==> src/rtl/assert_macros.svh <==
// Assertion helpers. Both expect signals named clk and rst_n in the using scope.
`ifndef ASSERT_MACROS_SVH
`define ASSERT_MACROS_SVH

// Same-cycle implication.
`define DPD_ASSERT_IMP(lbl, ante, cons) \
  lbl: assert property (@(posedge clk) disable iff (!rst_n) (ante) |-> (cons)) \
    else $error("assertion failed: same-cycle implication");

// Next-cycle implication.
`define DPD_ASSERT_NXT(lbl, ante, cons) \
  lbl: assert property (@(posedge clk) disable iff (!rst_n) (ante) |=> (cons)) \
    else $error("assertion failed: next-cycle implication");

`endif

==> src/rtl/dpd_pkg.sv <==
`timescale 1ns / 1ps
`default_nettype none
package dpd_pkg;

  localparam int FRAC_BITS_DEF  = 16;
  localparam int KIND_COUNT_DEF = 4;

  localparam int POS_W   = 22;
  localparam int VEL_W   = 32;
  localparam int NOISE_W = 21;
  localparam int KIND_W  = 2;
  localparam int FORCE_W = 48;
  localparam int CFG_W   = 60;
  localparam int CFG_IDX_W = 3;
  localparam int WORD_W  = 64;

  localparam logic [CFG_IDX_W-1:0] CFG_BOX   = 3'd0;
  localparam logic [CFG_IDX_W-1:0] CFG_GAMMA = 3'd1;
  localparam logic [CFG_IDX_W-1:0] CFG_NOISE = 3'd2;
  localparam logic [CFG_IDX_W-1:0] CFG_KS    = 3'd3;
  localparam logic [CFG_IDX_W-1:0] CFG_RS    = 3'd4;
  localparam logic [CFG_IDX_W-1:0] CFG_TLOW  = 3'd5;
  localparam logic [CFG_IDX_W-1:0] CFG_TMID  = 3'd6;
  localparam logic [CFG_IDX_W-1:0] CFG_THIGH = 3'd7;

  localparam logic [22:0] BOX_RST   = 23'd983040;
  localparam logic [24:0] GAMMA_RST = 25'd294912;
  localparam logic [30:0] NOISE_RST = 31'd65536;
  localparam logic [30:0] KS_RST    = 31'd6553600;
  localparam logic [18:0] RS_RST    = 19'd6554;
  localparam logic [CFG_W-1:0] TLOW_RST  = 60'd220224474521625;
  localparam logic [CFG_W-1:0] TMID_RST  = 60'd28202688027238600;
  localparam logic [CFG_W-1:0] THIGH_RST = 60'd1100161324;

  localparam logic [WORD_W-1:0] TERM_CAP = 64'd1 << 60;

  typedef struct packed {
    logic                     start;
    logic signed [WORD_W-1:0] a;
    logic signed [WORD_W-1:0] b;
  } mul_req_t;

  typedef struct packed {
    logic                     done;
    logic signed [WORD_W-1:0] result;
  } mul_rsp_t;

endpackage
`default_nettype wire

==> src/rtl/dpd_mulq.sv <==
`timescale 1ns / 1ps
`default_nettype none
module dpd_mulq #(
  parameter int FRAC_BITS = dpd_pkg::FRAC_BITS_DEF
) (
  input  wire logic              clk,
  input  wire logic              rst_n,
  input  wire dpd_pkg::mul_req_t req,
  output dpd_pkg::mul_rsp_t      rsp
);

  localparam int WW = dpd_pkg::WORD_W;
  localparam int AW = 2 * WW;

  logic [WW-1:0] ma_r, mb_r;
  logic          neg_r;
  logic [AW-1:0] acc_r;
  logic [1:0]    cnt_r;
  logic          busy_r, done_r;
  logic [WW+15:0] prod;
  logic [WW-1:0]  p;
  logic [WW-1:0]  mag_a, mag_b;

  assign mag_a = req.a[WW-1] ? WW'(-req.a) : WW'(req.a);
  assign mag_b = req.b[WW-1] ? WW'(-req.b) : WW'(req.b);
  assign prod  = (WW+16)'(ma_r) * (WW+16)'(mb_r[WW-1 -: 16]);

  always_ff @(posedge clk) begin
    if (!rst_n) begin
      busy_r <= 1'b0;
      done_r <= 1'b0;
      cnt_r  <= 2'd0;
    end else begin
      done_r <= busy_r && !req.start && (cnt_r == 2'd3);
      if (req.start) begin
        busy_r <= 1'b1;
        cnt_r  <= 2'd0;
      end else if (busy_r) begin
        cnt_r <= cnt_r + 2'd1;
        if (cnt_r == 2'd3) begin
          busy_r <= 1'b0;
        end
      end
    end
  end

  always_ff @(posedge clk) begin
    if (req.start) begin
      ma_r  <= mag_a;
      mb_r  <= mag_b;
      neg_r <= req.a[WW-1] ^ req.b[WW-1];
      acc_r <= '0;
    end else if (busy_r) begin
      acc_r <= {acc_r[AW-17:0], 16'd0} + AW'(prod);
      mb_r  <= {mb_r[WW-17:0], 16'd0};
    end
  end

  always_comb begin
    if (|acc_r[AW-1:WW]) begin
      p = dpd_pkg::TERM_CAP;
    end else if ((acc_r[WW-1:0] >> FRAC_BITS) > dpd_pkg::TERM_CAP) begin
      p = dpd_pkg::TERM_CAP;
    end else begin
      p = acc_r[WW-1:0] >> FRAC_BITS;
    end
  end

  assign rsp.done   = done_r;
  assign rsp.result = neg_r ? $signed(-p) : $signed(p);

endmodule
`default_nettype wire

==> config.mk <==
export PLATFORM = sky130hd
export DESIGN_NAME = dpd_mulq
export DESIGN_NICKNAME = d
export VERILOG_FILES = /design/src/rtl/assert_macros.svh /design/src/rtl/dpd_pkg.sv /design/src/rtl/dpd_mulq.sv
export SDC_FILE = /design/constraint.sdc
export NUM_CORES = 2
export LEC_CHECK = 0
export BUFFER_PORTS_ARGS = -buffer_cell sky130_fd_sc_hd__buf_2
export CELL_PAD_IN_SITES_DETAIL_PLACEMENT = 0
export CELL_PAD_IN_SITES_GLOBAL_PLACEMENT = 1
export CORE_AREA = 2 2 304 306
export CTS_BUF_LIST = sky130_fd_sc_hd__clkbuf_8
export DETAILED_ROUTE_END_ITERATION = 8
export DIE_AREA = 0 0 306 308
export GPL_TIMING_DRIVEN = 0
export PLACE_DENSITY = 0.91
export REMOVE_ABC_BUFFERS = 1
export SYNTH_ARGS = -nofsm -noshare
export SYNTH_HDL_FRONTEND = slang
export SYNTH_SLANG_ARGS = --single-unit
==> constraint.sdc <==
create_clock -name clk -period 18.6 [get_ports clk]
set_input_delay 5.58 -clock clk [delete_from_list [all_inputs] [get_ports clk]]
set_output_delay 5.58 -clock clk [all_outputs]
set_load 0.1 [all_outputs]
==> metrics <==
vias post-DR 40.9k; Clock Skews 42.7 ps; first-pass GRT wire length 237 mm; Setup crit end kind primary output; Final Max Slew Viols 0; syn_area_per_cell 8.52 um2; total CTS buffers 51; nets@finish 7,034; Root Driver clkbuf_8; outcome finished, final reports clean; critical path class register to primary output; WL final 147 mm; port buffer count 195; data required time of the critical path 13,020 ps; final hold violations 0; drt pass-1 iters 8; Placed Cells 6,934; Synth area leader fa_1; worst min-delay path category register to register; period utilization 62.6%; Setup Buffers After CTS 0; hold slack 474 ps; final core utilization 58.9%; H-Tree Depth 2; Die X 306 um; Primary FF master, synth dfxtp_1; cts repair resizes 0; TritonCTS clock tree built; Finish-stage setup viols 0; Ports 196; initial antenna violation count 5; Tot GR Track Use 32.0%; number of DRC markers in iteration 0 3,360; Rel. slew slack 7.43%; Area contributors post-synth fa_1, inv_1, edfxtp_1, nand2_1, dfxtp_1; RSZ-0062 raised after global routing false; Die ar. 0.0942 mm2; vias in the first global route 42.6k; Cells after Synth 5,839; hold buffers post-CTS 0; routability cong. 0.963; top cell type's share of synthesized area 37.4%; ys async rst share 0%; clock sinks 261; Area growth syn-to-layout 7.67%; Clock Tree Buf Depth 3; antenna-violating nets left 0; Starting Density 54.7%; Synth Register Bits 261; Final min period 11,640 ps; largest net degree at the start of global routing 103; Post-Syn Area 0.0497 mm2; vias per cell 5.82; Routed WL per cell 20.9 um; fill cell count 8,023; Worst Setup Start Kind register; Worst-path clk slew 70 ps; max-cap violations 0; setup TNS 0 ps; layout cells sized above 1 6.69%; critical path arrival 6060 ps; YS warnings 0; FMAX 0.0859 GHz; sequential share of the synthesized area 13.1%; worst skew pair latency 740 ps; Detailed Place HPWL 119 mm; Core Rows 111; Post-synth EDFFs 129; DRC 0; Die Ht 308 um; Tightest Pin Transition 1380 ps; total grt overflow 0; fin cells 7,031; core area 0.0910 mm2; CP Max Fanout 16; synth unique cells 81
[cell usage after synthesis, types with 38 or more instances]
library cell  instances
a21o_1               47
a21oi_1             198
and2_1              396
clkbuf_1            331
dfxtp_1             132
edfxtp_1            129
fa_1                930
ha_1                172
inv_1              1147
mux2i_1              38
nand2_1             875
nand3_1              73
nand4_1              81
nor2_1              272
nor3_1               69
nor4_1               39
o21ai_0             151
o31ai_1              54
or3_1                42
xnor2_1             122
xor2_1               71
[kinds of logic after synthesis]
family          Yosys count  synth area share (%)
buf+inv                1492                  11.3
compound gates          757                  10.3
mux                      46                 0.946
simple gates           1988                  19.2
flops                   261                  13.1
xor+xnor                193                  3.40
fa+ha+maj              1102                  41.8
[layout make-up]
class	count	area (um2)	share of cell area [%]
diodes	2	5.00	0.00935
clock buffers	66	908	1.70
clock inverters	29	264	0.493
inverters	1148	4310	8.05
multi-input cells	4086	37600	70.3
flip-flops and latches	261	6520	12.2
well taps	1186	1480	2.77
repair buffers	253	2410	4.50
[critical path, cell delays in order, from the launching register on]
cell and delay [ps]:
dfxtp_1 370, nor4_1 470, nand4_1 200, nor4_2 860
buf_4 340, nand2_1 180, ha_1 610, nor2_2 420
buf_8 230, nor2_2 120, buf_8 190, a311oi_1 740
buf_2 570
[stage by stage]
step	setup slack (ps)	instance area (um2)
finish	6960	53500
global route	6990	53500
CTS	7220	53500
detailed placement	8030	52400
global placement	1690	50900
floorplan	6920	48400
[state kept, by name (all words and copies together) (netlist names)]
| name | count |
|---|---|
| cnt_r | 2 |
| mb_r | 64 |
| ma_r | 64 |
| busy_r | 1 |
| done_r | 1 |
| neg_r | 1 |
| acc_r | 128 |
[final timing paths]
path	start	slack, ps	depth (start not counted)	endpoint
worst min-delay path	acc_r[0]	470	2	acc_r[0]
worst max-delay path	acc_r[97]	6960	12	rsp[28]
worst max register to register	mb_r[54]	9610	22	acc_r[93]
worst min register to register	acc_r[0]	470	2	acc_r[0]
[placed cells by master (no fill, tap or decap), drive strengths merged, types with 20 or more instances in the layout]
| cell type | instances |
|---|---|
| o31ai | 54 |
| or2 | 26 |
| and3 | 20 |
| o41ai | 27 |
| buf | 253 |
| mux2i | 38 |
| nor2 | 272 |
| o2111a | 23 |
| a2111oi | 26 |
| dfxtp | 132 |
| nand4 | 81 |
| o21ai | 151 |
| xor2 | 71 |
| clkbuf | 66 |
| nor4 | 39 |
| edfxtp | 129 |
| or4 | 29 |
| nor3 | 70 |
| and2 | 396 |
| a21o | 47 |
| fa | 930 |
| o21bai | 28 |
| o21a | 21 |
| ha | 172 |
| nand2 | 875 |
| or3 | 44 |
| a21oi | 198 |
| nand3 | 73 |
| xnor2 | 122 |
| inv | 1166 |
[layer usage]
layer / track usage (%) / routed length (um) / vias up
li1: - / - / 18200
met2: 52.6 / 69200 / 1740
met4: 11.2 / 5180 / 4
met5: 0 / 27 / -
met1: 43.1 / 60300 / 20600
met3: 5.28 / 12000 / 314
Power is not shown: default switching activity piles up to over one toggle a cycle in this logic, so the estimate is an artifact.
